File: config.mk
export PLATFORM = sky130hd
export DESIGN_NAME = column_post_sprite_blitter_core
export DESIGN_NICKNAME = d
export VERILOG_FILES = /design/src/hdl/cpsb_pkg.sv /design/src/hdl/cpsb_cfg_regs.sv /design/src/hdl/cpsb_parser.sv /design/src/hdl/cpsb_addr_gen.sv /design/src/hdl/column_post_sprite_blitter_core.sv
export SDC_FILE = /design/constraint.sdc
export NUM_CORES = 1
export LEC_CHECK = 0
export BUFFER_PORTS_ARGS = -buffer_cell sky130_fd_sc_hd__buf_2
export CORE_MARGIN = 2
export CORE_UTILIZATION = 50
export DETAILED_ROUTE_END_ITERATION = 8
export GPL_ROUTABILITY_DRIVEN = 0
export HOLD_SLACK_MARGIN = 0.03
export PLACE_DENSITY = 0.69
export SLEW_MARGIN = 10
export SYNTH_ARGS = -nofsm -noshare
export SYNTH_HDL_FRONTEND = slang
export SYNTH_SLANG_ARGS = --single-unit
File: constraint.sdc
create_clock -name clk -period 8.8 [get_ports clk]
set_input_delay 0 -clock clk [delete_from_list [all_inputs] [get_ports clk]]
set_output_delay 0 -clock clk [all_outputs]
set_load 0.02 [all_outputs]
File: src/hdl/cpsb_pkg.sv
package cpsb_pkg;

  // Screen geometry
  localparam int SCREEN_WIDTH  = 320;
  localparam int SCREEN_HEIGHT = 200;
  localparam int X_BITS        = $clog2(SCREEN_WIDTH);
  localparam int Y_BITS        = $clog2(SCREEN_HEIGHT);

  // Field widths
  localparam int BYTE_W   = 8;
  localparam int COL_W    = 12;
  localparam int SPW_W    = 13;
  localparam int ORG_W    = 16;
  localparam int BASE_W   = 24;
  localparam int ADDR_W   = 25;
  // top row plus row within post, at most 254 + 254
  localparam int ROWSUM_W = 9;
  // signed screen coordinate: origin - offset + column or row
  localparam int COORD_W  = 19;
  localparam int DCOL_W   = 15;

  // Post data markers
  localparam logic [BYTE_W-1:0] END_MARK = 8'hff;

  // Register map (index = paddr / 4)
  localparam int REG_IDX_W = 3;
  localparam int PADDR_W   = 5;
  localparam logic [REG_IDX_W-1:0] REG_ORIGIN_X    = 3'd0;
  localparam logic [REG_IDX_W-1:0] REG_ORIGIN_Y    = 3'd1;
  localparam logic [REG_IDX_W-1:0] REG_LEFT_OFFSET = 3'd2;
  localparam logic [REG_IDX_W-1:0] REG_TOP_OFFSET  = 3'd3;
  localparam logic [REG_IDX_W-1:0] REG_SPRITE_W    = 3'd4;
  localparam logic [REG_IDX_W-1:0] REG_MIRROR      = 3'd5;
  localparam logic [REG_IDX_W-1:0] REG_FRAME_BASE  = 3'd6;

  // Configuration seen by the datapath
  typedef struct packed {
    logic signed [ORG_W-1:0] origin_x;
    logic signed [ORG_W-1:0] origin_y;
    logic signed [ORG_W-1:0] left_offset;
    logic signed [ORG_W-1:0] top_offset;
    logic        [SPW_W-1:0] sprite_width;
    logic                    mirror;
    logic       [BASE_W-1:0] frame_base;
  } cpsb_cfg_t;

  // One parsed pixel handed from the parser to the address stage
  typedef struct packed {
    logic   [COL_W-1:0]    column;
    logic   [ROWSUM_W-1:0] rowsum;
    logic   [BYTE_W-1:0]   pixel;
    logic                  post_end;
  } cpsb_pix_t;

endpackage

File: src/hdl/cpsb_cfg_regs.sv
module cpsb_cfg_regs (
  input  logic                        clk,
  input  logic                        rst_n,
  input  logic                        psel,
  input  logic                        penable,
  input  logic                        pwrite,
  input  logic [cpsb_pkg::PADDR_W-1:0] paddr,
  input  logic [31:0]                 pwdata,
  output logic [31:0]                 prdata,
  output logic                        pready,
  output cpsb_pkg::cpsb_cfg_t         cfg
);
  import cpsb_pkg::*;

  cpsb_cfg_t                cfg_r;
  logic                     wr_en;
  logic [REG_IDX_W-1:0]     idx;

  assign idx    = paddr[PADDR_W-1:2];
  assign pready = 1'b1;
  assign wr_en  = psel & penable & pwrite & pready;
  assign cfg    = cfg_r;

  // Register writes
  always_ff @(posedge clk) begin
    if (!rst_n) begin
      cfg_r.origin_x     <= '0;
      cfg_r.origin_y     <= '0;
      cfg_r.left_offset  <= '0;
      cfg_r.top_offset   <= '0;
      cfg_r.sprite_width <= SPW_W'(1);
      cfg_r.mirror       <= 1'b0;
      cfg_r.frame_base   <= '0;
    end else if (wr_en) begin
      unique case (idx)
        REG_ORIGIN_X:    cfg_r.origin_x     <= pwdata[ORG_W-1:0];
        REG_ORIGIN_Y:    cfg_r.origin_y     <= pwdata[ORG_W-1:0];
        REG_LEFT_OFFSET: cfg_r.left_offset  <= pwdata[ORG_W-1:0];
        REG_TOP_OFFSET:  cfg_r.top_offset   <= pwdata[ORG_W-1:0];
        REG_SPRITE_W:    cfg_r.sprite_width <= pwdata[SPW_W-1:0];
        REG_MIRROR:      cfg_r.mirror       <= pwdata[0];
        REG_FRAME_BASE:  cfg_r.frame_base   <= pwdata[BASE_W-1:0];
        default: ;
      endcase
    end
  end

  // Readback, raw register bits zero-extended
  always_comb begin
    unique case (idx)
      REG_ORIGIN_X:    prdata = 32'({cfg_r.origin_x});
      REG_ORIGIN_Y:    prdata = 32'({cfg_r.origin_y});
      REG_LEFT_OFFSET: prdata = 32'({cfg_r.left_offset});
      REG_TOP_OFFSET:  prdata = 32'({cfg_r.top_offset});
      REG_SPRITE_W:    prdata = 32'(cfg_r.sprite_width);
      REG_MIRROR:      prdata = 32'(cfg_r.mirror);
      REG_FRAME_BASE:  prdata = 32'(cfg_r.frame_base);
      default:         prdata = 32'd0;
    endcase
  end

endmodule

File: src/hdl/cpsb_parser.sv
module cpsb_parser (
  input  logic                         clk,
  input  logic                         rst_n,
  input  logic                         in_valid,
  output logic                         in_ready,
  input  logic [cpsb_pkg::BYTE_W-1:0]  data_byte,
  input  logic [cpsb_pkg::COL_W-1:0]   column_index,
  input  logic                         column_start,
  output logic                         pix_valid,
  input  logic                         pix_ready,
  output cpsb_pkg::cpsb_pix_t          pix
);
  import cpsb_pkg::*;

  localparam logic [2:0] PH_DONE  = 3'd0;
  localparam logic [2:0] PH_TOP   = 3'd1;
  localparam logic [2:0] PH_LEN   = 3'd2;
  localparam logic [2:0] PH_PAD_A = 3'd3;
  localparam logic [2:0] PH_PIX   = 3'd4;
  localparam logic [2:0] PH_PAD_B = 3'd5;

  logic [2:0]        phase_r, phase_nxt;
  logic [BYTE_W-1:0] top_r, top_nxt;
  logic [BYTE_W-1:0] len_r, len_nxt;
  logic [BYTE_W-1:0] left_r, left_nxt;
  logic              pix_valid_r;
  cpsb_pix_t         pix_r, pix_nxt;
  logic              in_fire;
  logic              emit;
  logic [BYTE_W-1:0] left_dec;

  assign in_ready  = !pix_valid_r || pix_ready;
  assign in_fire   = in_valid && in_ready;
  assign pix_valid = pix_valid_r;
  assign pix       = pix_r;
  assign left_dec  = left_r - BYTE_W'(1);

  // Post parser: next phase and counters for the word at the input
  always_comb begin
    phase_nxt = phase_r;
    top_nxt   = top_r;
    len_nxt   = len_r;
    left_nxt  = left_r;
    emit      = 1'b0;
    if (column_start || phase_r == PH_TOP) begin
      // top-delta byte, or end of column
      if (data_byte == END_MARK) begin
        phase_nxt = PH_DONE;
      end else begin
        top_nxt   = data_byte;
        phase_nxt = PH_LEN;
      end
    end else begin
      unique case (phase_r)
        PH_LEN: begin
          len_nxt   = data_byte;
          left_nxt  = data_byte;
          phase_nxt = PH_PAD_A;
        end
        PH_PAD_A: phase_nxt = (len_r == '0) ? PH_PAD_B : PH_PIX;
        PH_PAD_B: phase_nxt = PH_TOP;
        PH_PIX: begin
          emit     = 1'b1;
          left_nxt = left_dec;
          if (left_dec == '0) phase_nxt = PH_PAD_B;
        end
        default: phase_nxt = PH_DONE;
      endcase
    end
  end

  // Pixel word for the address stage
  always_comb begin
    pix_nxt.column   = column_index;
    pix_nxt.rowsum   = ROWSUM_W'(top_r) + ROWSUM_W'(len_r - left_r);
    pix_nxt.pixel    = data_byte;
    pix_nxt.post_end = (left_dec == '0);
  end

  always_ff @(posedge clk) begin
    if (!rst_n) begin
      phase_r     <= PH_DONE;
      top_r       <= '0;
      len_r       <= '0;
      left_r      <= '0;
      pix_valid_r <= 1'b0;
    end else begin
      if (in_fire) begin
        phase_r <= phase_nxt;
        top_r   <= top_nxt;
        len_r   <= len_nxt;
        left_r  <= left_nxt;
      end
      if (in_fire && emit) pix_valid_r <= 1'b1;
      else if (pix_ready)  pix_valid_r <= 1'b0;
    end
  end

  always_ff @(posedge clk) begin
    if (in_fire && emit) pix_r <= pix_nxt;
  end

  // A pixel word only appears after an accepted word
  a_pix_from_input: assert property (@(posedge clk) disable iff (!rst_n)
    $rose(pix_valid_r) |-> $past(in_fire))
    else $error("pixel word without accepted input");

  // A pixel byte always yields a pixel word
  a_pix_emitted: assert property (@(posedge clk) disable iff (!rst_n)
    in_fire && !column_start && phase_r == PH_PIX |=> pix_valid_r)
    else $error("pixel byte dropped");

  // The closing pad always follows the last pixel of a post
  a_post_closes: assert property (@(posedge clk) disable iff (!rst_n)
    in_fire && emit && pix_nxt.post_end |=> phase_r == PH_PAD_B)
    else $error("post did not close");

endmodule

File: src/hdl/cpsb_addr_gen.sv
module cpsb_addr_gen (
  input  logic                         clk,
  input  logic                         rst_n,
  input  cpsb_pkg::cpsb_cfg_t          cfg,
  input  logic                         pix_valid,
  output logic                         pix_ready,
  input  cpsb_pkg::cpsb_pix_t          pix,
  output logic                         out_valid,
  input  logic                         out_ready,
  output logic [cpsb_pkg::ADDR_W-1:0]  out_address,
  output logic [cpsb_pkg::BYTE_W-1:0]  out_pixel,
  output logic                         out_clipped,
  output logic                         out_post_end
);
  import cpsb_pkg::*;

  logic signed [DCOL_W-1:0]  sw_s, col_s, dcol;
  logic signed [COORD_W-1:0] sx, sy;
  logic                      clip;
  logic [ADDR_W-1:0]         addr;
  logic                      take;

  logic              out_valid_r;
  logic [ADDR_W-1:0] addr_r;
  logic [BYTE_W-1:0] pixel_r;
  logic              clip_r;
  logic              post_end_r;

  assign pix_ready = !out_valid_r || out_ready;
  assign take      = pix_valid && pix_ready;

  // Destination column, mirrored if asked
  assign sw_s  = $signed({2'b00, cfg.sprite_width});
  assign col_s = $signed({3'b000, pix.column});
  assign dcol  = cfg.mirror ? (sw_s - DCOL_W'(1) - col_s) : col_s;

  // Screen position and clip test
  assign sx = COORD_W'(cfg.origin_x) - COORD_W'(cfg.left_offset) + COORD_W'(dcol);
  assign sy = COORD_W'(cfg.origin_y) - COORD_W'(cfg.top_offset)
            + COORD_W'($signed({1'b0, pix.rowsum}));
  assign clip = (sx < 0) || (sx >= COORD_W'(SCREEN_WIDTH))
             || (sy < 0) || (sy >= COORD_W'(SCREEN_HEIGHT));

  // Linear address; row times width is a constant multiply
  always_comb begin
    if (clip) begin
      addr = '0;
    end else begin
      addr = ADDR_W'(cfg.frame_base)
           + ADDR_W'(sy[Y_BITS-1:0]) * ADDR_W'(SCREEN_WIDTH)
           + ADDR_W'(sx[X_BITS-1:0]);
    end
  end

  // Result register
  always_ff @(posedge clk) begin
    if (!rst_n) begin
      out_valid_r <= 1'b0;
    end else if (take) begin
      out_valid_r <= 1'b1;
    end else if (out_ready) begin
      out_valid_r <= 1'b0;
    end
  end

  always_ff @(posedge clk) begin
    if (take) begin
      addr_r     <= addr;
      pixel_r    <= pix.pixel;
      clip_r     <= clip;
      post_end_r <= pix.post_end;
    end
  end

  assign out_valid    = out_valid_r;
  assign out_address  = addr_r;
  assign out_pixel    = pixel_r;
  assign out_clipped  = clip_r;
  assign out_post_end = post_end_r;

  // A clipped pixel never carries an address
  a_clip_zero_addr: assert property (@(posedge clk) disable iff (!rst_n)
    out_valid_r && clip_r |-> addr_r == '0)
    else $error("clipped pixel with nonzero address");

  // Every pixel word taken shows up as a result next cycle
  a_take_to_out: assert property (@(posedge clk) disable iff (!rst_n)
    take |=> out_valid_r)
    else $error("pixel word lost in address stage");

endmodule

File: src/hdl/column_post_sprite_blitter_core.sv
// Column-post sprite blitter. Feed the post bytes of each sprite column one
// word per cycle on in_*, with tuser high on the first byte of a column;
// every pixel byte gives one result word carrying its framebuffer address
// (frame_base + row * 320 + column) and the pixel, with tuser marking a
// pixel off the 320x200 screen (address 0, do not write) and tlast marking
// the last pixel of a post. Throughput is one word per cycle while out_tready
// stays high; a pixel byte passes the parser register, then the address
// register, on its way out, and header, pad and end bytes give no result.
// Program the origin, offsets, width, mirror and base through cfg_* while
// the stream is idle; registers lie at byte address 4 * index.
module column_post_sprite_blitter_core (
  input  logic                          clk,
  input  logic                          rst_n,
  // input stream
  input  logic                          in_tvalid,
  output logic                          in_tready,
  input  logic [23:0]                   in_tdata,   // [7:0] data_byte, [19:8] column_index
  input  logic                          in_tuser,   // [0] column_start
  // result stream
  output logic                          out_tvalid,
  input  logic                          out_tready,
  output logic [39:0]                   out_tdata,  // [24:0] address, [32:25] pixel
  output logic                          out_tuser,  // [0] clipped
  output logic                          out_tlast,  // post_end
  // configuration
  input  logic                          cfg_psel,
  input  logic                          cfg_penable,
  input  logic                          cfg_pwrite,
  input  logic [cpsb_pkg::PADDR_W-1:0]  cfg_paddr,
  input  logic [31:0]                   cfg_pwdata,
  output logic [31:0]                   cfg_prdata,
  output logic                          cfg_pready
);
  import cpsb_pkg::*;

  cpsb_cfg_t         cfg;
  cpsb_pix_t         pix;
  logic              pix_valid;
  logic              pix_ready;
  logic [ADDR_W-1:0] out_address;
  logic [BYTE_W-1:0] out_pixel;

  cpsb_cfg_regs u_cfg (
    .clk     (clk),
    .rst_n   (rst_n),
    .psel    (cfg_psel),
    .penable (cfg_penable),
    .pwrite  (cfg_pwrite),
    .paddr   (cfg_paddr),
    .pwdata  (cfg_pwdata),
    .prdata  (cfg_prdata),
    .pready  (cfg_pready),
    .cfg     (cfg)
  );

  cpsb_parser u_parser (
    .clk          (clk),
    .rst_n        (rst_n),
    .in_valid     (in_tvalid),
    .in_ready     (in_tready),
    .data_byte    (in_tdata[BYTE_W-1:0]),
    .column_index (in_tdata[BYTE_W+COL_W-1:BYTE_W]),
    .column_start (in_tuser),
    .pix_valid    (pix_valid),
    .pix_ready    (pix_ready),
    .pix          (pix)
  );

  cpsb_addr_gen u_addr (
    .clk          (clk),
    .rst_n        (rst_n),
    .cfg          (cfg),
    .pix_valid    (pix_valid),
    .pix_ready    (pix_ready),
    .pix          (pix),
    .out_valid    (out_tvalid),
    .out_ready    (out_tready),
    .out_address  (out_address),
    .out_pixel    (out_pixel),
    .out_clipped  (out_tuser),
    .out_post_end (out_tlast)
  );

  // Pack result word, zero fill to whole bytes
  assign out_tdata = {7'd0, out_pixel, out_address};

endmodule

* After elaboration in Yosys (flattened, before gate mapping) *
Cells that the tools add are included.

cells by class
  add/subtract/negate cells = 11
  multipliers = 1
  div/mod/pow operators = 0
  $lt $le $gt $ge = 4
  equal/unequal tests = 13
  shift operators = 0
  multiplexer cells = 14
  bitwise operators = 4
  reductions and logical operators = 28

operators by type and width
  cell                                                                  count
  case mux 24 bit (7 select lines)                                      1
  < comparator 19 x 1 -> 1 bit (second input constant)                  2
  subtractor 16 x 16 -> 17 bit                                          2
  adder 24 x 17 -> 25 bit                                               1
  adder 25 x 9 -> 25 bit                                                1
  greater-or-equal comparator 19 x 10 -> 1 bit (second input constant)  1
  greater-or-equal comparator 19 x 9 -> 1 bit (second input constant)   1
  adder 17 x 10 -> 18 bit                                               1
  adder 17 x 15 -> 18 bit                                               1
  logical NOT 8 bit                                                     2
  case mux 8 bit (2 select lines)                                       1
  AND reduction 2 bit                                                   8
  equality test 3 bit (second input constant)                           5
  2-to-1 mux 15 bit                                                     1
  subtractor 15 x 13 -> 15 bit                                          1
  subtractor 13 x 1 -> 14 bit (second input constant)                   1
  equality test 3 x 2 -> 1 bit (second input constant)                  4
  case mux 3 bit (4 select lines)                                       1
  multiplier 8 x 3 -> 11 bit (second input constant)                    1
  adder 8 x 9 -> 9 bit                                                  1
  AND reduction 3 bit                                                   3
  subtractor 8 x 8 -> 9 bit                                             1
  equality test 8 bit (second input constant)                           1
  subtractor 8 x 1 -> 8 bit (second input constant)                     1
  other kinds (12)                                                      32

storage, ports and cells
  bits in registers = 196
  latch bits = 0
  memory bits (writable) = 0
  ROM bits = 0
  bits of input ports = 69
  output and inout port bits = 77
  word-level logic and storage cells = 96
  memories = 0

* Logic depth before layout (Yosys ltp) *
  word-level depth = 8
  gate-level depth with buffers = 33
  gate-level depth less buffers = 32

* Modules after synthesis *
Synthesis repeated with hierarchy kept, for this count alone.

unflattened totals
  cells, all modules = 1478
  area total of the unflattened synthesis = 13772.0 um^2

by module, submodules not included
  module                           instances  cells each  area each (um^2)  sequential area each (um^2)
  cpsb_addr_gen                    1          715         6069.6            1071.0
  cpsb_cfg_regs                    1          485         4694.5            2042.0
  cpsb_parser                      1          270         2951.6            1461.4
  column_post_sprite_blitter_core  1          8           56.3              0.0

* Least setup slack after synthesis *
Ideal clock, no wire load.

  kind = register to register
  start point = register u_cfg.cfg_r (netlist bit u_cfg.cfg[25])
  end point = register u_addr.addr_r[17] (netlist: u_addr.out_address[17]) (data pin)
  setup time = 0.264 ns
  arrival = 5.871 ns
  setup slack = 2.665 ns
  cell stages (with the launch flop) = 30
  path buffers = 0
  clock period less this slack = 6.135 ns
  cells stage by stage = dfxtp_1 > inv_1 > ha_1 > xor2_1 > ha_1 > nor2b_1 > o21ai_0 > a21boi_0 > o21ai_0 > nor2b_1 > xnor2_1 > mux2i_1 > fa_1 > inv_1 > ha_1 > o21a_1 > nor2_1 > a211oi_1 > and2_1 > or2_2 > fa_1 > inv_1 > ha_1 > o311a_1 > o41a_1 > a41oi_1 > nand2b_1 > a21oi_1 > xor2_1 > nor4_2

between the ends
  word-level cells in the longest chain between the ends = 8
  elaborated cells on any way between the ends = 10
  classes of those cells = add/sub: 4; order compare: 2; mux: 1; reduce/logical: 3

ends and longest elaborated chain
  item                                                                                                 RTL line             source
  start, declared                                                                                      cpsb_cfg_regs.sv:15  cpsb_cfg_t cfg_r;
  subtractor 13 x 1 -> 14 bit (*)                                                                      cpsb_addr_gen.sv:35  assign dcol = cfg.mirror ? (sw_s - DCOL_W'(1) - col_s) : col_s;
  subtractor 15 x 13 -> 15 bit (*)                                                                     cpsb_addr_gen.sv:35
  2-to-1 mux 15 bit (*)                                                                                cpsb_addr_gen.sv:35
  adder 17 x 15 -> 18 bit (*)                                                                          cpsb_addr_gen.sv:38  assign sx = COORD_W'(cfg.origin_x) - COORD_W'(cfg.left_offset) + COORD_W'(dcol);
  < comparator 19 x 1 -> 1 bit / greater-or-equal comparator 19 x 10 -> 1 bit (equally long branches)  cpsb_addr_gen.sv:41  assign clip = (sx < 0) || (sx >= COORD_W'(SCREEN_WIDTH))
  logical OR 1 bit                                                                                     cpsb_addr_gen.sv:41
  logical OR 1 bit (2 in a row)                                                                        cpsb_addr_gen.sv:42  || (sy < 0) || (sy >= COORD_W'(SCREEN_HEIGHT));
  end signal, assigned                                                                                 cpsb_addr_gen.sv:68  addr_r <= addr;
  end, declared                                                                                        cpsb_addr_gen.sv:24  logic [ADDR_W-1:0] addr_r;

Every way passes the cells marked *; elsewhere a longest branch is shown, timed or not.
A chain may end at the register's enable or synchronous reset.

* Final worst setup path *
  start point = register u_cfg.cfg_r (netlist bit u_cfg.cfg[25])
  end point = register u_addr.addr_r[21] (netlist: u_addr.out_address[21]) (data pin)

Same word-level chain as after synthesis.

==> impl_results.md <==
- Pwr/cell area: ~130 nW/um^2
- Num rows: just over 60
- Slowest-stage cell, CP: fa_1
- Net switching power: between 0.5 and 0.6 mW
- Layout Cells excl Fill: around 2100
- DR iter-0 viols: between 800 and 900
- PostCTS Resize Cnt: 0
- Vias: about 12000
- Hold endpoint: u_parser.pix_valid
- CP startpoint kind: flop
- Status: finished, final reports clean
- Starting Density: 0.504
- Global-route wire length before repair: a little under 60 mm
- Synth unique cells: 74
- Leakage: 6.37 nW
- Synthesized cell area: 13900 um^2
- Post-route ant nets: 0
- Setup TNS: 0 ns
- Clk_skew: about 0.013 ns
- Max incr delay on CP: approximately 0.48 ns
- Dpl hpwl: 27.8 mm
- Worst-Margin Slew: around 1.2 ns
- RR Endpoint: u_addr.out_address[21]
- Cts bufs inserted: 17
- Min-delay worst type: input port to flop
- Synthesis-stage register bit count: slightly below 200
- Reg2reg path depth: 30
- Total Routing Usage GR: 0.261
- Worst Hold Margin: between 0.05 and 0.06 ns
- Min-delay src: in_tuser
- Max Clock Freq: between 100 and 150 MHz
- # setup viols final: 0
- Clk root buf: clkbuf_16
- Area delta synth->final: 13.7%
- Diodes inserted: 0
- Reg power frac: 0.454
- Largest net degree at the start of global routing: roughly 130
- Fin util: 0.574
- Part of the power in the clock network: 0.405
- Sequential element share of the synthesized area: 0.328
- Crit end category: flop
- Router iterations before antenna repair: 5
- Final setup margin: between 1.5 and 2 ns
- Vias in the first global route: roughly 11000
- Post-synth top area cell: dfxtp_1
- H-tree depth: 4
- RSZ-0062 raised after global routing: no
- Die W: roughly 170 um
- Syn_area_per_cell: roughly 8.7 um^2
- Avg WL per Cell: 17.8 um
- Switching share of power: 0.281
- Critical path class: flop to flop
- WP data arrival: 7.20 ns
- Hold_buf cts: 47
- # DRC: 0
- Fin. Hold Viols: 0
- Number of buffers added on ports: around 120
- Maximum vdd ir drop: 0.114 mV
- Final Max Tran Viols: 0
- Hold depth: 3
- GR Overflow Total: 0
- Maximum root-to-sink buffer count: 2
- Dpl ws: roughly 1.9 ns
- Worst reg2reg path startpoint: u_cfg.cfg[25]
- Synth Warn #: 0
- Cell-internal power: around 1.5 mW
- Crit path required time: 8.98 ns
- Final WL: between 30 and 40 mm
- Die ar.: 29200 um^2
- Cell count after synthesis: about 1600
- Cells after DPL: ~2000
- Via density: between 5 and 6
- Relative slew slack: 0.190
- Synth top area share: 0.188
- Chip height: approximately 170 um
- Post-CTS Setup Inserts: 0
- Ys async rst share: 0
- Dominant cells by area after synthesis: dfxtp_1 19%, edfxtp_1 14%, ha_1 10%
- Max capacitance violation total: 0
- Final Cycle Share: 0.798
- Initial antenna violation count: 0
- # clock sinks: about 200
- Final worst path period need: 7.02 ns
- Comb pwr share: 0.140
- Io pins: roughly 150
- Top FF cell, synth: dfxtp_1
- Clk Latency, worst-skew pair: 0.45 ns
- EDFF count, synth: 65
- Clock transition at path regs: 0.09 ns
- Share of cells above drive strength 1: 0.120
- Core ar.: 27600 um^2
- CTS tree: done
- Crit path max fanout: 4
- Layout Nets: 1943
- Register-to-register setup slack: about 1.8 ns
-- power by group through the flow --
stage	Clock, mW	Sequential [mW]	Combinational [mW]
floorplan	0	0.966	0.205
global placement	0	0.968	0.266
detailed placement	0	0.969	0.272
CTS	0.857	0.948	0.291
global route	0.892	0.949	0.322
finish	0.845	0.948	0.293
-- cells in the mapped netlist (12+ instances only) --
library cell  count
a21boi_0        113
a21o_1           16
a21oi_1          59
buf_4            16
clkbuf_1         48
dfxtp_1         131
edfxtp_1         65
fa_1             39
ha_1            111
inv_1           179
mux2i_1          34
nand2_1         277
nand2b_1         14
nand3_1          26
nand4_1          13
nor2_1           65
nor2b_1          26
nor3_1           28
nor4_1           12
nor4_2           21
o21a_1           13
o21ai_0          52
xnor2_1          34
xor2_1           28
-- worst max-delay path by stage --
stage / from / end / slack, ns / cells past startpoint
after global routing: u_cfg.cfg[25] / u_addr.out_address[22] / 1.31 / 29
after floorplan: u_cfg.cfg[25] / u_addr.out_address[17] / 2.66 / 29
after detailed placement: u_cfg.cfg[25] / u_addr.out_address[20] / 1.93 / 29
after CTS: u_cfg.cfg[25] / u_addr.out_address[20] / 1.88 / 29
after global placement: u_cfg.cfg[25] / u_addr.out_address[20] / 1.95 / 30
final: u_cfg.cfg[25] / u_addr.out_address[21] / 1.78 / 30
-- stage by stage --
stage	cell area [um^2]	power (mW)
after detailed placement	14700	1.24
final	15800	2.09
after global routing	15800	2.16
after global placement	14700	1.23
after floorplan	14000	1.17
after CTS	15800	2.09
-- kinds of logic after synthesis --
family	synth area share
AND/OR/NAND/NOR	0.187
AO/OA/AOI/OAI	0.169
buffers and inverters	0.0759
flip-flops	0.328
adder cells (fa/ha/maj)	0.156
XOR/XNOR	0.0401
multiplexers	0.0430
other	0.000539
-- sequential cells by signal (all words and copies together) (netlist names) --
register,count
u_addr.out_address,25
u_parser.len_r,8
u_parser.pix,30
u_parser.phase_r,3
u_addr.out_clipped,1
u_parser.left_r,8
u_addr.out_valid,1
u_addr.out_pixel,8
u_addr.out_post_end,1
u_parser.top_r,8
u_parser.pix_valid,1
u_cfg.cfg,102
-- layout make-up --
| class | count | area [um^2] |
|---|---|---|
| fillers | 2473 | 11800 |
| clock buffers | 17 | 425 |
| multi-input cells | 1158 | 8380 |
| flip-flops and latches | 196 | 4570 |
| repair buffers | 172 | 1120 |
| inverters | 179 | 672 |
| well taps | 378 | 473 |
| clock inverters | 15 | 205 |
-- routing by layer --
metal	global-route usage	wire length (um)
met5	0	0
met4	0.0943	1180
met1	0.321	16000
met2	0.465	18400
met3	0.0384	1980
-- layout by cell type (no fill, tap or decap), types with 11 or more instances in the layout --
cell	synthesis	layout
nand2b_1	14	14
buf_2	5	115
dfxtp_1	131	131
nand2_1	277	277
clkbuf_16	0	17
nor3_1	28	26
a21o_1	16	16
inv_1	179	179
edfxtp_1	65	65
mux2i_1	34	34
or3_1	11	11
xnor2_1	34	34
nor2b_1	26	25
xor2_1	28	28
nand3_1	26	26
conb_1	2	16
a21boi_0	113	113
ha_1	111	111
nor2_1	65	63
a21oi_1	59	59
fa_1	39	39
nand4_1	13	13
nor4_1	12	12
dlygate4sd3_1	0	47
nor4_2	21	21
o21ai_0	52	52
o21a_1	13	13
and3_1	11	11
-- worst max-delay path, delay by kind of cell (launching register included) --
family                     cells  cell delay (ns)
AOI/OAI and AO/OA             10             2.44
xor gates and xnor gates       2             0.33
buffers and inverters          4             0.27
adders and majority gates      6             2.14
and+or+nand+nor                8             1.18
DFF                            1             0.39
Note: power is estimated with default switching activity, not from simulation.
